<file path="config.mk">
export PLATFORM = sky130hd
export DESIGN_NAME = spi_to_i2c_bridge_top
export DESIGN_NICKNAME = d
export VERILOG_FILES = /design/src/sv/s2i_pkg.sv /design/src/sv/s2i_ram.sv /design/src/sv/s2i_ctrl.sv /design/src/sv/s2i_dp.sv /design/src/sv/spi_to_i2c_bridge_top.sv
export SDC_FILE = /design/constraint.sdc
export NUM_CORES = 1
export LEC_CHECK = 0
export ABC_AREA = 0
export BUFFER_PORTS_ARGS = -buffer_cell sky130_fd_sc_hd__clkbuf_2
export CAP_MARGIN = 5
export CORE_MARGIN = 4
export CORE_UTILIZATION = 48
export CTS_BUF_LIST = sky130_fd_sc_hd__clkbuf_4 sky130_fd_sc_hd__clkbuf_8 sky130_fd_sc_hd__clkbuf_16
export DETAILED_ROUTE_END_ITERATION = 8
export PLACE_DENSITY = 0.68
export SYNTH_ARGS = -nofsm -noshare
export SYNTH_HDL_FRONTEND = slang
export SYNTH_SLANG_ARGS = --single-unit
</file>
<file path="constraint.sdc">
create_clock -name clk_i -period 6.3 [get_ports clk_i]
set_input_delay 0.945 -clock clk_i [delete_from_list [all_inputs] [get_ports clk_i]]
set_output_delay 0.945 -clock clk_i [all_outputs]
set_load 0.01 [all_outputs]
</file>
<file path="src/sv/s2i_pkg.sv">
// Shared types and constants of the SPI to I2C bridge.
// No dependencies; every other file of the bridge except s2i_ram imports this package.
package s2i_pkg;

  // Command bytes that open an SPI frame.
  localparam logic [7:0] CMD_WR_N   = 8'h00;
  localparam logic [7:0] CMD_RD_N   = 8'h01;
  localparam logic [7:0] CMD_WR_RD  = 8'h02;
  localparam logic [7:0] CMD_WR_WR  = 8'h03;
  localparam logic [7:0] CMD_RD_BUF = 8'h06;
  localparam logic [7:0] CMD_CONF   = 8'h18;
  localparam logic [7:0] CMD_WR_REG = 8'h20;
  localparam logic [7:0] CMD_RD_REG = 8'h21;
  localparam logic [7:0] CMD_PWR    = 8'h30;
  localparam logic [7:0] CMD_NONE   = 8'hff;

  // Filler response byte.
  localparam logic [7:0] RESP_IDLE  = 8'hff;

  typedef enum logic [1:0] {
    OP_SPI    = 2'd0,
    OP_SEL    = 2'd1,
    OP_I2C    = 2'd2,
    OP_IGNORE = 2'd3
  } s2i_op_e;

  typedef enum logic [2:0] {
    KIND_SPI   = 3'd0,
    KIND_START = 3'd1,
    KIND_WRITE = 3'd2,
    KIND_READ  = 3'd3,
    KIND_STOP  = 3'd4
  } s2i_kind_e;

  typedef enum logic [2:0] {
    ST_IDLE,
    ST_DECODE,
    ST_SPI_RESP,
    ST_REL_LEN,
    ST_REL_ADDR,
    ST_START,
    ST_BODY,
    ST_STOP
  } s2i_state_e;

  // Commands from the controller to the datapath.
  typedef struct packed {
    logic      capture;
    logic      spi_skip;
    logic      spi_exec;
    logic      sel_low;
    logic      sel_high;
    logic      len_load;
    logic      addr_load;
    logic      rx_write;
    logic      out_load;
    s2i_kind_e out_kind;
    logic      out_last;
  } s2i_cmd_t;

  // Status from the datapath to the controller.
  typedef struct packed {
    s2i_op_e op;
    logic    level;
    logic    released;
    logic    burst_cmd;
    logic    rd_cmd;
    logic    cnt_zero;
    logic    cnt_one;
    logic    out_free;
  } s2i_stat_t;

endpackage

</file>
<file path="src/sv/s2i_ram.sv">
// Generic single-write, single-read RAM with a registered read port.
// No dependencies; used for the transmit and receive stores.
module s2i_ram #(
  parameter int WIDTH = 8,
  parameter int DEPTH = 64
) (
  input  logic                     clk_i,
  input  logic                     we_i,
  input  logic [$clog2(DEPTH)-1:0] waddr_i,
  input  logic [WIDTH-1:0]         wdata_i,
  input  logic                     re_i,
  input  logic [$clog2(DEPTH)-1:0] raddr_i,
  output logic [WIDTH-1:0]         rdata_o
);

  logic [WIDTH-1:0] mem_q [DEPTH];
  logic [WIDTH-1:0] rdata_q;

  always_ff @(posedge clk_i) begin
    if (we_i) begin
      mem_q[waddr_i] <= wdata_i;
    end
    // Read data holds until the next read.
    if (re_i) begin
      rdata_q <= mem_q[raddr_i];
    end
  end

  assign rdata_o = rdata_q;

endmodule

</file>
<file path="src/sv/s2i_ctrl.sv">
// Controller state machine of the SPI to I2C bridge.
// Depends on s2i_pkg; drives the datapath through s2i_cmd_t.
module s2i_ctrl
  import s2i_pkg::*;
(
  input  logic      clk_i,
  input  logic      rst_ni,
  input  logic      in_valid_i,
  output logic      in_ready_o,
  input  s2i_stat_t stat_i,
  output s2i_cmd_t  cmd_o
);

  s2i_state_e state_q, state_d;

  always_ff @(posedge clk_i or negedge rst_ni) begin
    if (!rst_ni) begin
      state_q <= ST_IDLE;
    end else begin
      state_q <= state_d;
    end
  end

  always_comb begin
    state_d    = state_q;
    in_ready_o = 1'b0;
    cmd_o      = '0;
    cmd_o.out_kind = KIND_SPI;
    unique case (state_q)
      ST_IDLE: begin
        in_ready_o = 1'b1;
        if (in_valid_i) begin
          cmd_o.capture = 1'b1;
          state_d       = ST_DECODE;
        end
      end
      ST_DECODE: begin
        state_d = ST_IDLE;
        unique case (stat_i.op)
          OP_SPI: begin
            if (stat_i.released) begin
              cmd_o.spi_skip = 1'b1;
            end else begin
              cmd_o.spi_exec = 1'b1;
              state_d        = ST_SPI_RESP;
            end
          end
          OP_SEL: begin
            if (!stat_i.level) begin
              cmd_o.sel_low = 1'b1;
            end else begin
              cmd_o.sel_high = 1'b1;
              if (stat_i.burst_cmd) begin
                state_d = ST_REL_LEN;
              end
            end
          end
          OP_I2C: begin
            cmd_o.rx_write = 1'b1;
          end
          default: begin
            state_d = ST_IDLE;
          end
        endcase
      end
      ST_SPI_RESP: begin
        if (stat_i.out_free) begin
          cmd_o.out_load = 1'b1;
          cmd_o.out_kind = KIND_SPI;
          cmd_o.out_last = 1'b1;
          state_d        = ST_IDLE;
        end
      end
      ST_REL_LEN: begin
        cmd_o.len_load = 1'b1;
        state_d        = ST_REL_ADDR;
      end
      ST_REL_ADDR: begin
        cmd_o.addr_load = 1'b1;
        state_d         = ST_START;
      end
      ST_START: begin
        if (stat_i.out_free) begin
          cmd_o.out_load = 1'b1;
          cmd_o.out_kind = KIND_START;
          state_d        = stat_i.cnt_zero ? ST_STOP : ST_BODY;
        end
      end
      ST_BODY: begin
        if (stat_i.out_free) begin
          cmd_o.out_load = 1'b1;
          cmd_o.out_kind = stat_i.rd_cmd ? KIND_READ : KIND_WRITE;
          if (stat_i.cnt_one) begin
            state_d = ST_STOP;
          end
        end
      end
      ST_STOP: begin
        if (stat_i.out_free) begin
          cmd_o.out_load = 1'b1;
          cmd_o.out_kind = KIND_STOP;
          cmd_o.out_last = 1'b1;
          state_d        = ST_IDLE;
        end
      end
      default: begin
        state_d = ST_IDLE;
      end
    endcase
  end

  // The byte loop is only entered with bytes left to send.
  a_body_has_count: assert property (@(posedge clk_i) disable iff (!rst_ni)
    state_q == ST_BODY |-> !stat_i.cnt_zero)
    else $error("byte loop entered with zero count");

  // The final result of an item returns the controller to idle.
  a_last_ends_item: assert property (@(posedge clk_i) disable iff (!rst_ni)
    cmd_o.out_load && cmd_o.out_last |=> state_q == ST_IDLE)
    else $error("last result did not end the transaction");

  // A burst only starts from a release with a write-n or read-n command.
  a_burst_origin: assert property (@(posedge clk_i) disable iff (!rst_ni)
    state_q == ST_REL_LEN |-> $past(state_q) == ST_DECODE && $past(stat_i.burst_cmd))
    else $error("release burst without a burst command");

endmodule

</file>
<file path="src/sv/s2i_dp.sv">
// Datapath of the SPI to I2C bridge: frame state, stores, registers and output register.
// Depends on s2i_pkg and s2i_ram; controlled by s2i_ctrl.
module s2i_dp
  import s2i_pkg::*;
#(
  parameter int BUF_DEPTH = 64,
  parameter int REG_COUNT = 6
) (
  input  logic       clk_i,
  input  logic       rst_ni,
  input  s2i_cmd_t   cmd_i,
  output s2i_stat_t  stat_o,
  input  logic [1:0] operation_i,
  input  logic [7:0] spi_byte_i,
  input  logic       select_level_i,
  input  logic [7:0] i2c_byte_i,
  output logic       out_valid_o,
  input  logic       out_ready_i,
  output logic [2:0] kind_o,
  output logic [7:0] data_byte_o,
  output logic [7:0] slave_address_o,
  output logic       last_o
);

  localparam int AW  = $clog2(BUF_DEPTH);
  localparam int PW  = $clog2(BUF_DEPTH + 1);
  localparam int RPW = (REG_COUNT > 1) ? $clog2(REG_COUNT) : 1;
  localparam logic [7:0] DepthB    = 8'(BUF_DEPTH);
  localparam logic [7:0] LenMaxB   = 8'(BUF_DEPTH - 3);
  localparam logic [7:0] RegCountB = 8'(REG_COUNT);

  // Captured input item.
  s2i_op_e    op_q;
  logic [7:0] spi_q;
  logic       lvl_q;
  logic [7:0] i2c_q;

  // Frame and bridge state.
  logic           released_q;
  logic [7:0]     step_q;
  logic [7:0]     cmd_q;
  logic [RPW-1:0] reg_ptr_q;
  logic [7:0]     regs_q [REG_COUNT];
  logic [PW-1:0]  rxp_q;

  // Response and burst working registers.
  logic [7:0]    resp_q, resp_d;
  logic          use_rx_q;
  logic [AW-1:0] cnt_q;
  logic [7:0]    addr_q;
  logic [AW-1:0] rd_ptr_q;

  // Output register.
  logic       out_valid_q;
  s2i_kind_e  kind_q;
  logic [7:0] data_q;
  logic [7:0] saddr_q;
  logic       last_q;

  logic [7:0]    cmd_eff;
  logic          is_frame, is_rdbuf, is_reg;
  logic          tx_we, tx_re, rx_we, rx_re;
  logic [AW-1:0] tx_raddr, rx_raddr;
  logic [7:0]    tx_rdata, rx_rdata;
  logic [AW-1:0] len_sat;
  logic          out_free;
  logic          burst_cmd;
  logic          body_load;
  logic [7:0]    out_data, out_saddr;

  assign cmd_eff   = (step_q == 8'd0) ? spi_q : cmd_q;
  assign burst_cmd = (cmd_q == CMD_WR_N) || (cmd_q == CMD_RD_N);
  assign out_free  = !out_valid_q || out_ready_i;
  assign body_load = cmd_i.out_load &&
                     (cmd_i.out_kind == KIND_WRITE || cmd_i.out_kind == KIND_READ);

  always_comb begin
    is_frame = 1'b0;
    is_rdbuf = 1'b0;
    is_reg   = 1'b0;
    unique case (cmd_eff) inside
      CMD_WR_N, CMD_RD_N, CMD_WR_RD, CMD_WR_WR: is_frame = 1'b1;
      CMD_RD_BUF:                               is_rdbuf = 1'b1;
      CMD_WR_REG, CMD_RD_REG:                   is_reg   = 1'b1;
      default: begin
        is_frame = 1'b0;
      end
    endcase
  end

  // SPI byte side: store writes, receive store reads and the response byte.
  assign tx_we    = cmd_i.spi_exec && is_frame && (step_q < DepthB);
  assign rx_re    = cmd_i.spi_exec && is_rdbuf && (step_q != 8'd0) && (step_q <= DepthB);
  assign rx_raddr = AW'(step_q - 8'd1);
  assign rx_we    = cmd_i.rx_write && (cmd_q == CMD_RD_N) && (rxp_q < PW'(BUF_DEPTH));

  always_comb begin
    resp_d = RESP_IDLE;
    if (is_reg && step_q == 8'd2 && cmd_eff == CMD_RD_REG) begin
      resp_d = regs_q[reg_ptr_q];
    end
  end

  // Transmit store read port: length, address, then one data byte per result.
  always_comb begin
    tx_re    = 1'b0;
    tx_raddr = rd_ptr_q;
    if (cmd_i.sel_high && burst_cmd) begin
      tx_re    = 1'b1;
      tx_raddr = AW'(1);
    end else if (cmd_i.len_load) begin
      tx_re    = 1'b1;
      tx_raddr = AW'(2);
    end else if (cmd_i.addr_load) begin
      tx_re    = 1'b1;
      tx_raddr = AW'(3);
    end else if (body_load) begin
      tx_re    = 1'b1;
      tx_raddr = rd_ptr_q;
    end
  end

  assign len_sat = (tx_rdata > LenMaxB) ? LenMaxB[AW-1:0] : tx_rdata[AW-1:0];

  s2i_ram #(.WIDTH(8), .DEPTH(BUF_DEPTH)) u_tx_ram (
    .clk_i   (clk_i),
    .we_i    (tx_we),
    .waddr_i (step_q[AW-1:0]),
    .wdata_i (spi_q),
    .re_i    (tx_re),
    .raddr_i (tx_raddr),
    .rdata_o (tx_rdata)
  );

  s2i_ram #(.WIDTH(8), .DEPTH(BUF_DEPTH)) u_rx_ram (
    .clk_i   (clk_i),
    .we_i    (rx_we),
    .waddr_i (rxp_q[AW-1:0]),
    .wdata_i (i2c_q),
    .re_i    (rx_re),
    .raddr_i (rx_raddr),
    .rdata_o (rx_rdata)
  );

  always_comb begin
    out_data  = 8'd0;
    out_saddr = addr_q;
    case (cmd_i.out_kind)
      KIND_SPI: begin
        out_data  = use_rx_q ? rx_rdata : resp_q;
        out_saddr = 8'd0;
      end
      KIND_WRITE: out_data = tx_rdata;
      default:    out_data = 8'd0;
    endcase
  end

  always_ff @(posedge clk_i or negedge rst_ni) begin
    if (!rst_ni) begin
      released_q  <= 1'b0;
      step_q      <= 8'd0;
      cmd_q       <= CMD_WR_N;
      reg_ptr_q   <= '0;
      rxp_q       <= '0;
      out_valid_q <= 1'b0;
      for (int i = 0; i < REG_COUNT; i++) begin
        regs_q[i] <= 8'd0;
      end
    end else begin
      if (cmd_i.spi_skip) begin
        step_q <= 8'd0;
      end
      if (cmd_i.spi_exec) begin
        if (step_q == 8'd0) begin
          cmd_q <= spi_q;
        end
        if (step_q != 8'hff) begin
          step_q <= step_q + 8'd1;
        end
        if (is_reg && step_q == 8'd1 && spi_q < RegCountB) begin
          reg_ptr_q <= spi_q[RPW-1:0];
        end
        if (is_reg && step_q == 8'd2 && cmd_eff == CMD_WR_REG) begin
          regs_q[reg_ptr_q] <= spi_q;
        end
      end
      if (cmd_i.sel_low) begin
        released_q <= 1'b0;
        step_q     <= 8'd0;
        cmd_q      <= CMD_NONE;
      end
      if (cmd_i.sel_high) begin
        released_q <= 1'b1;
        step_q     <= 8'd0;
        if (cmd_q == CMD_RD_N) begin
          rxp_q <= '0;
        end
      end
      if (rx_we) begin
        rxp_q <= rxp_q + PW'(1);
      end
      if (cmd_i.out_load) begin
        out_valid_q <= 1'b1;
      end else if (out_ready_i) begin
        out_valid_q <= 1'b0;
      end
    end
  end

  always_ff @(posedge clk_i) begin
    if (cmd_i.capture) begin
      op_q  <= s2i_op_e'(operation_i);
      spi_q <= spi_byte_i;
      lvl_q <= select_level_i;
      i2c_q <= i2c_byte_i;
    end
    if (cmd_i.spi_exec) begin
      resp_q   <= resp_d;
      use_rx_q <= rx_re;
    end
    if (cmd_i.len_load) begin
      cnt_q <= len_sat;
    end else if (body_load) begin
      cnt_q <= cnt_q - AW'(1);
    end
    if (cmd_i.addr_load) begin
      addr_q   <= tx_rdata;
      rd_ptr_q <= AW'(4);
    end else if (body_load) begin
      rd_ptr_q <= rd_ptr_q + AW'(1);
    end
    if (cmd_i.out_load) begin
      kind_q  <= cmd_i.out_kind;
      data_q  <= out_data;
      saddr_q <= out_saddr;
      last_q  <= cmd_i.out_last;
    end
  end

  assign stat_o.op        = op_q;
  assign stat_o.level     = lvl_q;
  assign stat_o.released  = released_q;
  assign stat_o.burst_cmd = burst_cmd;
  assign stat_o.rd_cmd    = (cmd_q == CMD_RD_N);
  assign stat_o.cnt_zero  = (cnt_q == '0);
  assign stat_o.cnt_one   = (cnt_q == AW'(1));
  assign stat_o.out_free  = out_free;

  assign out_valid_o     = out_valid_q;
  assign kind_o          = kind_q;
  assign data_byte_o     = data_q;
  assign slave_address_o = saddr_q;
  assign last_o          = last_q;

  // The receive pointer saturates at the store depth.
  a_rxp_bound: assert property (@(posedge clk_i) disable iff (!rst_ni)
    rxp_q <= PW'(BUF_DEPTH))
    else $error("receive pointer past store depth");

  // A result is only loaded when the output register can take it.
  a_no_overwrite: assert property (@(posedge clk_i) disable iff (!rst_ni)
    cmd_i.out_load |-> out_free)
    else $error("output register overwritten");

  // Frame bytes are only stored while selected.
  a_tx_selected: assert property (@(posedge clk_i) disable iff (!rst_ni)
    tx_we |-> !released_q)
    else $error("transmit store written while released");

endmodule

</file>
<file path="src/sv/spi_to_i2c_bridge_top.sv">
// SPI to I2C bridge. One transaction at a time: an SPI byte while selected gets one
// response. A release burst shows START, then one result per cycle while the output
// register is free (len + 2 results in all), paced by the single read port of the
// transmit store. Input is taken again once the last result sits in the output
// register. Reset clears control state, the frame state and the internal registers;
// the transmit and receive stores are not cleared.
//
// Depends on s2i_pkg, s2i_ctrl, s2i_dp and s2i_ram.
module spi_to_i2c_bridge_top
  import s2i_pkg::*;
#(
  parameter int BUF_DEPTH = 64,
  parameter int REG_COUNT = 6
) (
  input  logic       clk_i,
  input  logic       rst_ni,
  // Input channel: one transaction per SPI byte, select change or I2C read byte.
  input  logic       in_valid_i,
  output logic       in_ready_o,
  input  logic [1:0] operation_i,
  input  logic [7:0] spi_byte_i,
  input  logic       select_level_i,
  input  logic [7:0] i2c_byte_i,
  // Output channel: SPI responses and I2C bus operations.
  output logic       out_valid_o,
  input  logic       out_ready_i,
  output logic [2:0] kind_o,
  output logic [7:0] data_byte_o,
  output logic [7:0] slave_address_o,
  output logic       last_o
);

  s2i_cmd_t  cmd;
  s2i_stat_t stat;

  // The controller sequences each transaction; it is ready only when idle, but the
  // output register lets a new transaction start while a result still waits.
  s2i_ctrl u_ctrl (
    .clk_i      (clk_i),
    .rst_ni     (rst_ni),
    .in_valid_i (in_valid_i),
    .in_ready_o (in_ready_o),
    .stat_i     (stat),
    .cmd_o      (cmd)
  );

  // The datapath holds frame state, both byte stores, the internal registers and the
  // output register.
  s2i_dp #(
    .BUF_DEPTH (BUF_DEPTH),
    .REG_COUNT (REG_COUNT)
  ) u_dp (
    .clk_i           (clk_i),
    .rst_ni          (rst_ni),
    .cmd_i           (cmd),
    .stat_o          (stat),
    .operation_i     (operation_i),
    .spi_byte_i      (spi_byte_i),
    .select_level_i  (select_level_i),
    .i2c_byte_i      (i2c_byte_i),
    .out_valid_o     (out_valid_o),
    .out_ready_i     (out_ready_i),
    .kind_o          (kind_o),
    .data_byte_o     (data_byte_o),
    .slave_address_o (slave_address_o),
    .last_o          (last_o)
  );

endmodule

</file>
==> summary.txt <==
outcome: complete, no violations
postcts setup bufs: 0
hold buffers post-CTS: 0
CORE AREA: 0.0969 sq mm
pin count of the biggest net entering global routing: 80
Starting Density: 48.5%
vias post-DR: 26200
count of cell types in the netlist: 76
Tot Pwr: 23700 uW
FF+latch count, synth: 1187
CTS tree: done
crit end category: register
Ports: 45
drt pass-1 iters: 7
initial antenna violation count: 1
post-DP HPWL: 74900 um
Synth Flop Type: edfxtp_1
total grt overflow: 0
crit-path max FO: 44
synthesized net count: 2776
clock latency on the worst-skew pair: 0.72 ns
cell taking the most area after synthesis: edfxtp_1
via-per-instance ratio: 6.27
clock tree buffer depth: 3
Pleak: 0.0171 uW
Seq/Total Area, Yosys: 74.9%
final antenna-violating net count: 0
Post-CTS Resized: 0
Post-synth EDFFs: 1102
TritonCTS Buffers: 116
DRC: 0
min Tclk post-route: 4.86 ns
worst slew pin tran: 1.17 ns
Clk Tree Root Cell: clkbuf_16
Pwr per Cell Area: 450 mW/mm^2
IO buf count: 44
Max-slew headroom: 21.5%
number of nets in the layout: 2826
Clk pin slew, worst setup/hold paths: 0.06 ns
hold_ws: 0.416 ns
crit path kind: register to register
floorplan die height: 321 um
Routability Congestion: 0.890
RSZ-0062 raised after global routing: false
most frequent cell after synthesis: edfxtp_1
Critical Path AT: 5.17 ns
Fmax: 0.206 GHz
Setup Skew: 0.0347 ns
top flop regs: u_dp.u_rx_ram.mem_q: 512 flops, u_dp.u_tx_ram.mem_q: 512 flops, u_dp.regs_q: 48 flops
total track usage: 23.3%
Hold Fails Final Rpt: 0
global-route wire length before repair: 177000 um
startpoint types: register
Layout Area Growth over Synthesis: 12.0%
final setup fails: 0
# Max-Cap Violations: 0
Die Wd: 321 um
synth warn: 0
layout cells sized above 1: 20.5%
CP Data Required Time: 6.62 ns
# rows: 114
Final period util: 77.1%
drt total wl: 119000 um
worst min path class: input pin to asynchronous set/reset pin
Mean Syn Cell Area: 17.1 sq um
Final Slew Violations: 0
TNS Setup: 0 ns
area of the die: 0.103 sq mm
Setup WS pre-CTS: 1.52 ns
top cells by area, synth: edfxtp_1 70%, mux4_2 8.4%, dfrtp_1 4.2%
worst setup margin: 1.44 ns
maximum vdd ir drop: 0.452 mV
Post-synth ARST share: 6.66%
1st-iter DRT viols: 3096
fillers: 7436
Core Util, Final: 54.3%
Sink Count: 1187
synth cell count leaders: 1102 x edfxtp_1, 308 x nand2_1, 185 x nor2_1, 176 x mux4_2, 104 x clkbuf_1
number of global-route vias before repair: 26200
synthesized area: 0.0470 sq mm
Post-Syn Instances: 2745
Routed wire per std cell: 28.6 um
post-synth top area share: 70.4%
H-tree levels: 3
## placed cells by master, fill, tap and decap left out, types with 10 or more instances in the layout
cell and instances:
nand2_1 308, inv_1 10, mux4_2 176, nand3_1 79, edfxtp_1 1102, a22oi_1 20
mux2i_1 40, clkbuf_4 18, mux2_2 70, clkinv_1 23, buf_4 52, clkbuf_2 43
o22ai_1 39, a32oi_1 35, clkinv_2 22, clkinvlp_4 11, and2_1 15, dfrtp_1 78
clkbuf_16 120, nor3_1 20, or4_1 10, a21oi_1 80, o21ai_0 44, bufinv_16 15
a31oi_1 20, o221ai_1 26, xor2_1 10, a31o_2 18, a221oi_1 25, or3_1 10
nor2_1 183
## worst max-delay path, cell delays in order, from the launching register on
cell and delay, ns:
dfrtp_4 0.96, inv_1 0.25, ha_4 0.26, nand4_1 0.10
nor3b_4 0.29, nor3b_1 0.27, or3b_1 0.44, nor2_1 0.21
nand3_1 0.78, nor2_1 0.86
## power by group
part	switching, uW	leakage (uW)	total [uW]	internal [uW]
Combinational	4430	0.00414	7150	2720
Clock	2950	0.00195	7150	4190
Sequential	318	0.0110	9370	9050
## through the flow
stage | cell area, sq um | cells
2_1_floorplan | 47000 | 2745
3_3_place_gp | 48700 | 3953
3_5_place_dp | 48700 | 3953
4_1_cts | 52600 | 4170
5_1_grt | 52600 | 4170
6_report | 52600 | 4171
## final timing paths
path,from,endpoint,slack (ns),cells after the start
setup / recovery,u_dp.step_q[0]$_DFF_PN0_,u_dp.u_tx_ram.mem_q[14][0]$_DFFE_PP_,1.44,9
setup reg to reg,u_dp.step_q[0]$_DFF_PN0_,u_dp.u_tx_ram.mem_q[14][0]$_DFFE_PP_,1.44,9
max in group asynchronous,rst_ni,u_dp.step_q[0]$_DFF_PN0_,5.15,1
min in group clk_i,spi_byte_i[6],u_dp.spi_q[6]$_DFFE_PP_,0.42,1
hold reg to reg,u_dp.regs_q[41]$_DFFE_PN0P_,u_dp.regs_q[41]$_DFFE_PN0P_,0.50,1
hold / removal,rst_ni,u_dp.regs_q[21]$_DFFE_PN0P_,0.42,1
## layout make-up
cell class,count,area [sq um],share of cell area [%]
diodes,1,2.50,0.00476
flip-flops and latches,1187,35200,66.9
clock inverters,77,805,1.53
well taps,1276,1600,3.03
clock buffers,140,3170,6.02
multi-input cells,1382,11200,21.3
inverters,12,45.0,0.0856
repair buffers,96,626,1.19
## metal layers
metal  routed length [um]  up-vias  GRT usage [%]
li1                     -    11000              -
met1                45400    13500           30.8
met2                59200     1398           38.7
met3                 9530      286           4.10
met4                 5280        2           9.45
met5                    7        -              0
## cell families (layout without fill, tap and decap cells)
logic type / Yosys count / after routing / synth area share [%]
AOI/OAI and AO/OA: 359 / 359 / 5.31
other: 0 / 1 / 0
xor gates and xnor gates: 16 / 16 / 0.298
buffers and inverters: 176 / 325 / 1.50
DFF: 1187 / 1187 / 74.9
and+or+nand+nor: 713 / 713 / 6.84
adders and majority gates: 8 / 8 / 0.213
muxes: 286 / 286 / 11.0
(Power assumes the default switching activity.)
